## src/hw/rtl/owbm_pkg.sv

```systemverilog
// owbm_pkg - shared types, register indexes and constants of the 1-wire bus master
// no dependencies; imported by every module of the block
`timescale 1ns / 1ps

package owbm_pkg;

   localparam int CFG_W           = 12;
   localparam int CFG_NUM         = 8;
   localparam int CFG_IDX_W       = 4;
   localparam int COUNT_WIDTH_DEF = 12;
   localparam int REQ_TDATA_W     = 16;
   localparam int RSP_TDATA_W     = 16;

   // register indexes
   localparam int REG_RESET_LOW     = 0;
   localparam int REG_PRESENCE_WAIT = 1;
   localparam int REG_RESET_TAIL    = 2;
   localparam int REG_SHORT_LOW     = 3;
   localparam int REG_LONG_LOW      = 4;
   localparam int REG_READ_LOW      = 5;
   localparam int REG_READ_SAMPLE   = 6;
   localparam int REG_READ_TAIL     = 7;

   typedef logic [CFG_NUM-1:0][CFG_W-1:0] cfg_bank_type;

   // reset values, entry 0 in the lowest slot
   localparam cfg_bank_type CFG_RESET = {
      12'd50, 12'd5, 12'd5, 12'd60, 12'd3, 12'd500, 12'd70, 12'd500
   };

   // operation codes
   localparam logic [1:0] OP_RESET = 2'd0;
   localparam logic [1:0] OP_WRITE = 2'd1;
   localparam logic [1:0] OP_READ  = 2'd2;

   typedef enum logic [8:0] {
      PH_IDLE     = 9'b000000001,
      PH_RST_LOW  = 9'b000000010,
      PH_RST_WAIT = 9'b000000100,
      PH_RST_TAIL = 9'b000001000,
      PH_WR_LOW   = 9'b000010000,
      PH_WR_HIGH  = 9'b000100000,
      PH_RD_LOW   = 9'b001000000,
      PH_RD_WAIT  = 9'b010000000,
      PH_RD_TAIL  = 9'b100000000
   } phase_type;

   typedef struct packed {
      phase_type  phase;
      logic [2:0] bit_index;
      logic [7:0] shift_out;
      logic [7:0] shift_in;
      logic       presence;
      logic [1:0] current_op;
   } seq_state_type;

   // request fields, lowest bit last
   typedef struct packed {
      logic       line_in;
      logic [7:0] write_byte;
      logic [1:0] func;
      logic       start_req;
   } req_type;

   typedef struct packed {
      logic [7:0] read_byte;
      logic       presence_bit;
      logic       done_res;
      logic       busy_res;
      logic       drive_low;
   } rsp_type;

endpackage

```

## src/hw/rtl/owbm_csr.sv

```systemverilog
// owbm_csr - slot timing register bank with its write port
// depends on owbm_pkg
`timescale 1ns / 1ps

module owbm_csr
   import owbm_pkg::*;
(
   input  logic                 clock,
   input  logic                 reset,
   input  logic                 csr_valid,
   output logic                 csr_ready,
   input  logic [CFG_IDX_W-1:0] csr_index,
   input  logic [CFG_W-1:0]     csr_data,
   output cfg_bank_type         cfg
);

   cfg_bank_type cfg_ff;
   cfg_bank_type cfg_in;

   assign csr_ready = 1'b1;
   assign cfg       = cfg_ff;

   always_comb begin
      cfg_in = cfg_ff;
      for (int i = 0; i < CFG_NUM; i++) begin
         if (csr_valid && csr_index == CFG_IDX_W'(i)) begin
            cfg_in[i] = csr_data;
         end
      end
   end

   always_ff @(posedge clock) begin
      if (reset) begin
         cfg_ff <= CFG_RESET;
      end else begin
         cfg_ff <= cfg_in;
      end
   end

endmodule

```

## src/hw/rtl/owbm_seq.sv

```systemverilog
// owbm_seq - next-state and result logic of the slot sequencer for one tick
// depends on owbm_pkg; purely combinational, the state lives in the top level
`timescale 1ns / 1ps

module owbm_seq
   import owbm_pkg::*;
#(
   parameter int COUNT_WIDTH = COUNT_WIDTH_DEF
) (
   input  seq_state_type          state_cur,
   input  logic [COUNT_WIDTH-1:0] count_cur,
   input  req_type                req,
   input  cfg_bank_type           cfg,
   output seq_state_type          state_nxt,
   output logic [COUNT_WIDTH-1:0] count_nxt,
   output rsp_type                rsp
);

   localparam int CMP_W = (CFG_W > COUNT_WIDTH) ? CFG_W : COUNT_WIDTH;
   localparam logic [CMP_W-1:0] COUNT_TOP = CMP_W'((1 << COUNT_WIDTH) - 1);

   function automatic phase_type slot_start(input logic [1:0] op);
      phase_type ph;
      ph = PH_RST_LOW;
      if (op == OP_WRITE) begin
         ph = PH_WR_LOW;
      end else if (op == OP_READ) begin
         ph = PH_RD_LOW;
      end
      return ph;
   endfunction

   logic                   start_ok;
   seq_state_type          eff;
   logic [COUNT_WIDTH-1:0] tc;
   logic [COUNT_WIDTH-1:0] tick_inc;
   logic [CFG_W-1:0]       dur_raw;
   logic [CMP_W-1:0]       raw_ext;
   logic [CMP_W-1:0]       dur;
   logic                   reached;

   assign start_ok = state_cur.phase == PH_IDLE && req.start_req &&
                     (req.func == OP_RESET || req.func == OP_WRITE || req.func == OP_READ);

   // state as seen after a possible start on this tick
   always_comb begin
      eff = state_cur;
      tc  = count_cur;
      if (start_ok) begin
         eff.current_op = req.func;
         eff.bit_index  = 3'd0;
         eff.shift_out  = req.write_byte;
         eff.phase      = slot_start(req.func);
         tc             = '0;
         if (req.func == OP_READ) begin
            eff.shift_in = 8'd0;
         end
      end
   end

   always_comb begin
      unique case (eff.phase)
         PH_RST_LOW:  dur_raw = cfg[REG_RESET_LOW];
         PH_RST_WAIT: dur_raw = cfg[REG_PRESENCE_WAIT];
         PH_RST_TAIL: dur_raw = cfg[REG_RESET_TAIL];
         PH_WR_LOW:   dur_raw = eff.shift_out[0] ? cfg[REG_SHORT_LOW] : cfg[REG_LONG_LOW];
         PH_WR_HIGH:  dur_raw = eff.shift_out[0] ? cfg[REG_LONG_LOW] : cfg[REG_SHORT_LOW];
         PH_RD_LOW:   dur_raw = cfg[REG_READ_LOW];
         PH_RD_WAIT:  dur_raw = cfg[REG_READ_SAMPLE];
         default:     dur_raw = cfg[REG_READ_TAIL];
      endcase
   end

   // zero acts as one tick, values past the counter range are clamped
   assign raw_ext  = CMP_W'(dur_raw);
   assign dur      = (raw_ext == '0) ? CMP_W'(1) :
                     ((raw_ext > COUNT_TOP) ? COUNT_TOP : raw_ext);
   assign tick_inc = tc + 1'b1;
   assign reached  = CMP_W'(tick_inc) >= dur;

   always_comb begin
      state_nxt     = eff;
      count_nxt     = tc;
      rsp.drive_low = 1'b0;
      rsp.busy_res  = 1'b0;
      rsp.done_res  = 1'b0;
      if (eff.phase != PH_IDLE) begin
         rsp.busy_res  = 1'b1;
         rsp.drive_low = eff.phase == PH_RST_LOW || eff.phase == PH_WR_LOW ||
                         eff.phase == PH_RD_LOW;
         if (tc == '0 && eff.phase == PH_RST_TAIL) begin
            state_nxt.presence = req.line_in;
         end
         if (tc == '0 && eff.phase == PH_RD_TAIL) begin
            state_nxt.shift_in[eff.bit_index] = eff.shift_in[eff.bit_index] | req.line_in;
         end
         count_nxt = tick_inc;
         if (reached) begin
            count_nxt = '0;
            unique case (eff.phase)
               PH_RST_LOW:  state_nxt.phase = PH_RST_WAIT;
               PH_RST_WAIT: state_nxt.phase = PH_RST_TAIL;
               PH_WR_LOW:   state_nxt.phase = PH_WR_HIGH;
               PH_RD_LOW:   state_nxt.phase = PH_RD_WAIT;
               PH_RD_WAIT:  state_nxt.phase = PH_RD_TAIL;
               default: begin
                  // end of a slot
                  if (eff.current_op == OP_RESET || eff.bit_index == 3'd7) begin
                     rsp.done_res    = 1'b1;
                     state_nxt.phase = PH_IDLE;
                  end else begin
                     state_nxt.bit_index = eff.bit_index + 3'd1;
                     state_nxt.shift_out = {1'b0, eff.shift_out[7:1]};
                     state_nxt.phase     = slot_start(eff.current_op);
                  end
               end
            endcase
         end
      end
      rsp.presence_bit = state_nxt.presence;
      rsp.read_byte    = state_nxt.shift_in;
   end

endmodule

```

## src/hw/rtl/one_wire_bus_master_core.sv

```systemverilog
// one_wire_bus_master_core - top level of the tick-driven 1-wire bus master
// depends on owbm_pkg, owbm_csr and owbm_seq
`timescale 1ns / 1ps
//
// usage
//   each request on the req_ channel is one timing tick: the sampled bus
//   level and, while idle, an optional start of a reset, byte write or byte
//   read. every request gives exactly one response on the rsp_ channel with
//   the bus drive, busy and done flags, the presence level and the read byte.
//   slot durations in ticks are set through the csr_ write channel, which is
//   always ready; write it only while no operation runs.
//   each response follows in the cycle after its request; one request is taken
//   every cycle without a stall, set by the single sequencer state register.
//   the response register frees the request side: req_tready is high while
//   the response register is empty or being taken, so a stalled receiver
//   holds one response and then stops the request side.
//   reset brings the sequencer to idle, presence to one, read byte to zero
//   and all timing registers to their default values.
//

module one_wire_bus_master_core
   import owbm_pkg::*;
#(
   parameter int COUNT_WIDTH = COUNT_WIDTH_DEF
) (
   input  logic                   clock,
   input  logic                   reset,
   // start_req[0], func[2:1], write_byte[10:3], line_in[11], zero pad
   input  logic                   req_tvalid,
   output logic                   req_tready,
   input  logic [REQ_TDATA_W-1:0] req_tdata,
   // drive_low[0], busy_res[1], done_res[2], presence_bit[3], read_byte[11:4], zero pad
   output logic                   rsp_tvalid,
   input  logic                   rsp_tready,
   output logic [RSP_TDATA_W-1:0] rsp_tdata,
   input  logic                   csr_valid,
   output logic                   csr_ready,
   input  logic [CFG_IDX_W-1:0]   csr_index,
   input  logic [CFG_W-1:0]       csr_data
);

   cfg_bank_type           cfg;
   req_type                req;
   seq_state_type          state_ff;
   seq_state_type          state_in;
   logic [COUNT_WIDTH-1:0] count_ff;
   logic [COUNT_WIDTH-1:0] count_in;
   rsp_type                rsp_in;
   rsp_type                rsp_ff;
   logic                   rsp_valid_ff;
   logic                   req_accept;

   owbm_csr u_csr (
      .clock     (clock),
      .reset     (reset),
      .csr_valid (csr_valid),
      .csr_ready (csr_ready),
      .csr_index (csr_index),
      .csr_data  (csr_data),
      .cfg       (cfg)
   );

   assign req = req_type'(req_tdata[$bits(req_type)-1:0]);

   owbm_seq #(
      .COUNT_WIDTH (COUNT_WIDTH)
   ) u_seq (
      .state_cur (state_ff),
      .count_cur (count_ff),
      .req       (req),
      .cfg       (cfg),
      .state_nxt (state_in),
      .count_nxt (count_in),
      .rsp       (rsp_in)
   );

   assign req_tready = !rsp_valid_ff || rsp_tready;
   assign req_accept = req_tvalid && req_tready;
   assign rsp_tvalid = rsp_valid_ff;
   assign rsp_tdata  = {{(RSP_TDATA_W - $bits(rsp_type)){1'b0}}, rsp_ff};

   always_ff @(posedge clock) begin
      if (reset) begin
         state_ff.phase      <= PH_IDLE;
         state_ff.bit_index  <= 3'd0;
         state_ff.shift_out  <= 8'd0;
         state_ff.shift_in   <= 8'd0;
         state_ff.presence   <= 1'b1;
         state_ff.current_op <= OP_RESET;
         count_ff            <= '0;
         rsp_valid_ff        <= 1'b0;
      end else begin
         if (req_accept) begin
            state_ff     <= state_in;
            count_ff     <= count_in;
            rsp_valid_ff <= 1'b1;
         end else if (rsp_tready) begin
            rsp_valid_ff <= 1'b0;
         end
      end
   end

   // response payload
   always_ff @(posedge clock) begin
      if (req_accept) begin
         rsp_ff <= rsp_in;
      end
   end

`ifndef SYNTHESIS
   assert property (@(posedge clock) disable iff (reset) req_accept |=> rsp_tvalid)
      else $error("accepted request gave no response");

   assert property (@(posedge clock) disable iff (reset)
      rsp_tvalid && rsp_ff.done_res |-> rsp_ff.busy_res)
      else $error("done flagged outside an operation");

   assert property (@(posedge clock) disable iff (reset)
      state_ff.phase == PH_IDLE |-> count_ff == '0)
      else $error("tick counter left running while idle");

   assert property (@(posedge clock) disable iff (reset)
      req_accept && rsp_in.done_res |=> state_ff.phase == PH_IDLE)
      else $error("sequencer not idle after done");
`endif

endmodule
```

## config.mk

```make
export PLATFORM = sky130hd
export DESIGN_NAME = one_wire_bus_master_core
export DESIGN_NICKNAME = d
export VERILOG_FILES = /design/src/hw/rtl/owbm_pkg.sv /design/src/hw/rtl/owbm_csr.sv /design/src/hw/rtl/owbm_seq.sv /design/src/hw/rtl/one_wire_bus_master_core.sv
export SDC_FILE = /design/constraint.sdc
export NUM_CORES = 1
export LEC_CHECK = 0
export ABC_AREA = 1
export BUFFER_PORTS_ARGS = -buffer_cell sky130_fd_sc_hd__buf_2
export CORE_UTILIZATION = 55
export DETAILED_ROUTE_END_ITERATION = 12
export PLACE_DENSITY = 0.76
export SLEW_MARGIN = 10
export SYNTH_ARGS = -nofsm -noshare
export SYNTH_HDL_FRONTEND = slang
export SYNTH_HIERARCHICAL = 1
export SYNTH_SLANG_ARGS = --single-unit
```

## constraint.sdc

```tcl
create_clock -name clock -period 4.4 [get_ports clock]
set_input_delay 0.22 -clock clock [delete_from_list [all_inputs] [get_ports clock]]
set_output_delay 0.22 -clock clock [all_outputs]
set_load 0.005 [all_outputs]
```

# After elaboration in Yosys (flattened, before gate mapping)
# Index checks and enable logic that the tools add are counted.
[word_totals] regBits=152 inputBits=37 output_inout_bits=19 elab_cells=113
[op_classes] n_addsub=2 magnitude_cmp=4 eq_ne=22 mux=32 n_bitwise=3 n_reduce_logical=29
[ops] op="two-way mux 12 bit" count=7
[ops] op="one-hot mux 12 bit (7 select lines)" count=1
[ops] op="one-hot mux 9 bit (5 select lines)" count=1
[ops] op="two-way mux 29 bit" count=1
[ops] op="two-way mux 28 bit" count=1
[ops] op="logical NOT 12 bit" count=2
[ops] op="two-way mux 11 bit" count=2
[ops] op="two-way mux 7 bit" count=3
[ops] op="two-way mux 20 bit" count=1
[ops] op="two-way mux 9 bit" count=2
[ops] op="equality test 4 x 3 -> 1 bit (second input constant)" count=4
[ops] op="two-way mux 8 bit" count=2
[ops] op="logical AND 1 bit" count=14
[ops] op="adder 12 x 1 -> 12 bit (second input constant)" count=1
[ops] op=">= comparator 12 bit" count=1
[ops] op="> comparator 12 bit (second input constant)" count=1
[ops] op="equality test 9 x 1 -> 1 bit (second input constant)" count=1
[ops] op="equality test 9 x 2 -> 1 bit (second input constant)" count=1
[ops] op="equality test 9 x 3 -> 1 bit (second input constant)" count=1
[ops] op="equality test 9 x 4 -> 1 bit (second input constant)" count=1
[ops] op="equality test 9 x 5 -> 1 bit (second input constant)" count=1
[ops] op="equality test 9 x 6 -> 1 bit (second input constant)" count=1
[ops] op="equality test 9 x 7 -> 1 bit (second input constant)" count=1
[ops] op="equality test 9 x 8 -> 1 bit (second input constant)" count=1
[ops] op="24 further kinds" count=40

# Depth between registers and ports, before layout
[logic_depth] depth_word=13 depth_mapped=37 mapped_depth_nobuf=35

# Modules after synthesis
# The synthesis kept the hierarchy.
[by_module_without_submodules] module="owbm_csr" n_inst=1 cells_each=543 area_per_inst_um2=3757.4 seq_area_each_um2=1921.8
[by_module_without_submodules] module="owbm_seq" n_inst=1 cells_each=671 area_per_inst_um2=3323.2 seq_area_each_um2=0.0
[by_module_without_submodules] module="one_wire_bus_master_core" n_inst=1 cells_each=300 area_per_inst_um2=2333.5 seq_area_each_um2=1241.2

# Worst setup path before layout
# Ideal clock, no wire load.
[synth_timing] path_kind="flip-flop to flip-flop" from="register state_ff[30] (netlist name)" to="register state_ff[21] (netlist name)" setup_time_ps=64 arrival_ps=4126 required_time_ps=4336 path_slack_ps=210 stages_incl_launch_ff=33 n_path_buf=2 period_less_slack_ps=4190 cell_sequence="dfxtp_1 inv_2 nand2_2 nor2_4 nand3_4 inv_2 buf_4 nor2_1 ha_1 inv_1 nor3_1 nand4_1 nor3_1 nand3_1 xor2_1 ha_1 nand2_1 nor2_1 nand2_1 o211ai_1 a31oi_1 nand2_1 inv_1 nor2_1 nand3_2 inv_2 buf_6 nand2_1 o21ai_1 inv_1 nand3_1 nand2_1 nor2_1"
[synth_rtl] item="start, declared" line_no="one_wire_bus_master_core.sv:44" source="seq_state_type state_ff;"
[synth_rtl] item="start signal, assigned" line_no="one_wire_bus_master_core.sv:94" source="state_ff <= state_in;"

==> results_dict.tcl <==
set metrics [dict create \
    hold_path_startpoint "csr_data[11]" \
    detailed_place_hpwl_um 17000 \
    final_max_slew_viol_count 0 \
    nFillCells 1585 \
    syn_area_per_cell_sq_um 6.22 \
    status "complete, no violations" \
    grt_max_degree 87 \
    layout_min_cycle_time_ns 4.13 \
    clkLatencyLatePin_ns 0.44 \
    synth_top_cell_by_area "dfxtp_1" \
    post-route-drc-count 0 \
    final_util_pct 63.5 \
    netlist_area_sq_um 9410 \
    start_util_pct 56.6 \
    synth_commonest_cells "437 x nand2_1, 265 x nor2_1, 200 x nand3_1" \
    die_y_um 133 \
    power_switching_share_pct 32.9 \
    vias 9468 \
    synth-seq-cells 152 \
    row_count 47 \
    drv_cap 0 \
    crit_required_ns 4.73 \
    max_freq_ghz 0.242 \
    core_region_area_sq_um 16600 \
    p_int_mw 2.66 \
    ir_drop_mv 0.310 \
    io_buffers 46 \
    track_usage_pct 29.3 \
    period_share_pct 93.9 \
    startpoint_type "flip-flop" \
    hold_class "input port to flip-flop" \
    drive_gt1_share_pct 13.6 \
    setup_viol 0 \
    dp.cells 1731 \
    clk_pin_slew_ns 0.06 \
    drt-total-wl_um 25500 \
    crit_buf_inv 6 \
    cts_tree "built" \
    synthTopCellsByArea "dfxtp_1 30%, nand2_1 17%, nand3_1 11%, nor2_1 11%, inv_1 5.8%" \
    yosys.area.top_type_share_pct 29.8 \
    synth_edf_count 12 \
    vias_per_cell 5.35 \
    dieArea_sq_um 17600 \
    hold_violations 0 \
    cts_buffer_depth 2 \
    reg2reg_from "state_ff[25]$_SDFFE_PP0P_" \
    p_seq_share_pct 38.0 \
    synth-main-ff-cell "dfxtp_1" \
    die_x_um 133 \
    yosysWarnings 6 \
    maxSlewHeadroom_pct 20.4 \
    htree_levels 4 \
    dr.pass1.iters 7 \
    synthArstFlopShare_pct 0 \
    layout.cells.non_filler 1770 \
    cts_buffers 17 \
    min_to "u_csr/cfg[47]$_SDFFE_PP0P_" \
    final_antenna_net_count 0 \
    num_io_pins 56 \
    rr_endpoint "state_ff[19]$_SDFFE_PP0P_" \
    grt_remaining_overflow 0 \
    leakage_nw 5.20 \
    wl_per_cell_um 14.4 \
    critPathKind "flip-flop to flip-flop" \
    max_stage_delay_ns 0.34 \
    antenna_found_initial 0 \
    ys_seq_area_share_pct 33.6 \
    fin_worst_skew_ns 0.00770 \
    area_growth_pct 12.2 \
    cts.sink_count 152 \
    p_per_area_nw_per_um2 375 \
    fin_nets 1597 \
    clock_power_share_pct 37.3 \
    hold-path-cell-count 3 \
    reg2reg_depth 30 \
    postSynthCellCount 1514 \
    regToRegSetupSlack_ns 0.27 \
    cpMostUsedCell "nand2_1" \
    crit_path_end_kind "flip-flop" \
    total_power_mw 3.96 \
    cts-root-buf "clkbuf_16" \
    diodes 0 \
    crit_family "simple AND/OR/NAND/NOR gates" \
    grt_pass1_vias 8691 \
    tightest_slew_ns 1.19 \
    cp_data_arrival_time_ns 4.46 \
    grt_pass1_wl_um 41200 \
    crit_fanout 22 \
    synth.most_common_cell "nand2_1" \
    drtIter0Drc 705 \
    comb_power_share_pct 24.7 \
    gp_congestion 0.906 \
    switching_power_mw 1.30 \
    yosysUniqueCellTypes 40 \
    slowest_stage "dfxtp_2" \
]
## logic make-up (layout without fill, tap and decap cells)
group | after synthesis | after routing | synth area share [%]
DFF | 152 | 152 | 33.6
xor gates and xnor gates | 10 | 10 | 0.930
adders and majority gates | 22 | 22 | 2.92
and+or+nand+nor | 967 | 968 | 44.2
buffers and inverters | 253 | 285 | 12.1
AOI/OAI and AO/OA | 107 | 107 | 6.02
muxes | 1 | 1 | 0.106
other | 2 | 5 | 0.0798
## per-stage QoR
| step | hold slack (ns) | worst slack (ns) | area, sq um | TNS (ns) |
|---|---|---|---|---|
| after global placement | 0.440 | 0.186 | 9720 | 0 |
| after CTS | 0.0349 | 0.0907 | 10300 | 0 |
| final | 0.0403 | 0.270 | 10600 | 0 |
| after global routing | 0.0620 | -0.0158 | 10600 | -0.0279 |
| after floorplan | 0.289 | 0.210 | 9430 | 0 |
| after detailed placement | 0.442 | 0.121 | 9720 | 0 |
## power groups by stage
stage	Sequential [mW]	Clock [mW]	Combinational [mW]
2_1_floorplan	1.53	0	0.661
5_1_grt	1.51	1.55	1.08
6_report	1.50	1.48	0.978
3_5_place_dp	1.53	0	0.890
3_3_place_gp	1.53	0	0.871
4_1_cts	1.50	1.48	0.899
## state kept, by name, summed over array words and instances (netlist names)
name        count
rsp_tvalid      1
rsp_tdata      12
count_ff       12
u_csr/cfg      96
state_ff       31
## layer usage
metal  routed length [um]  part of all wire [%]  track usage (%)
met5                    0                     0                0
met1                10800                    42             34.6
met4                 1260                   5.0             17.6
met2                12000                    47             50.2
met3                 1370                   5.4             4.10
## layout make-up
cell class	count	area, sq um	area share, %
Timing Repair Buffer	91	612	5.79
Clock inverter	10	118	1.11
Multi-Input combinational cell	1113	5310	50.2
Sequential cell	152	3170	30.0
Inverter	163	622	5.89
Tap cell	220	275	2.61
Clock buffer	21	460	4.36
## what timing repair did
action,4_1_cts,5_1_grt
setup endpoints to repair,0,33
buffers inserted,0,4
gates resized for setup,0,55
hold buffers,1,0
hold endpoints to repair,1,0
## worst min-delay path, delay by kind of cell
family / cells / cell delay [ns]
simple gates: 2 / 0.12
buf+inv: 1 / 0.10
## placed cells by master (no fill, tap or decap), types with 16 or more instances in the layout
| cell | synthesis | final |
|---|---|---|
| a21oi_1 | 53 | 53 |
| o21ai_0 | 24 | 24 |
| nand3_1 | 200 | 196 |
| dfxtp_1 | 140 | 137 |
| nand2_1 | 437 | 429 |
| o21ai_1 | 17 | 17 |
| buf_2 | 31 | 47 |
| nor2_1 | 265 | 255 |
| inv_1 | 146 | 146 |
| clkbuf_16 | 0 | 17 |
| buf_4 | 26 | 36 |
| nand2_2 | 11 | 16 |
| ha_1 | 22 | 22 |
## how the worst max path moves through the flow
stage	depth (start not counted)	slack, ns	from	end
final	30	0.27	state_ff[25]$_SDFFE_PP0P_	state_ff[19]$_SDFFE_PP0P_
after CTS	29	0.09	state_ff[30]$_SDFFE_PP0P_	state_ff[19]$_SDFFE_PP0P_
after global placement	32	0.19	req_tdata[1]	state_ff[19]$_SDFFE_PP0P_
after global routing	29	-0.02	state_ff[24]$_SDFFE_PP0P_	state_ff[16]$_SDFFE_PP0P_
after floorplan	32	0.21	state_ff[30]$_SDFFE_PP0P_	state_ff[21]$_SDFFE_PP0P_
after detailed placement	32	0.12	req_tdata[1]	state_ff[19]$_SDFFE_PP0P_
Power figures use the tool's default switching activity.
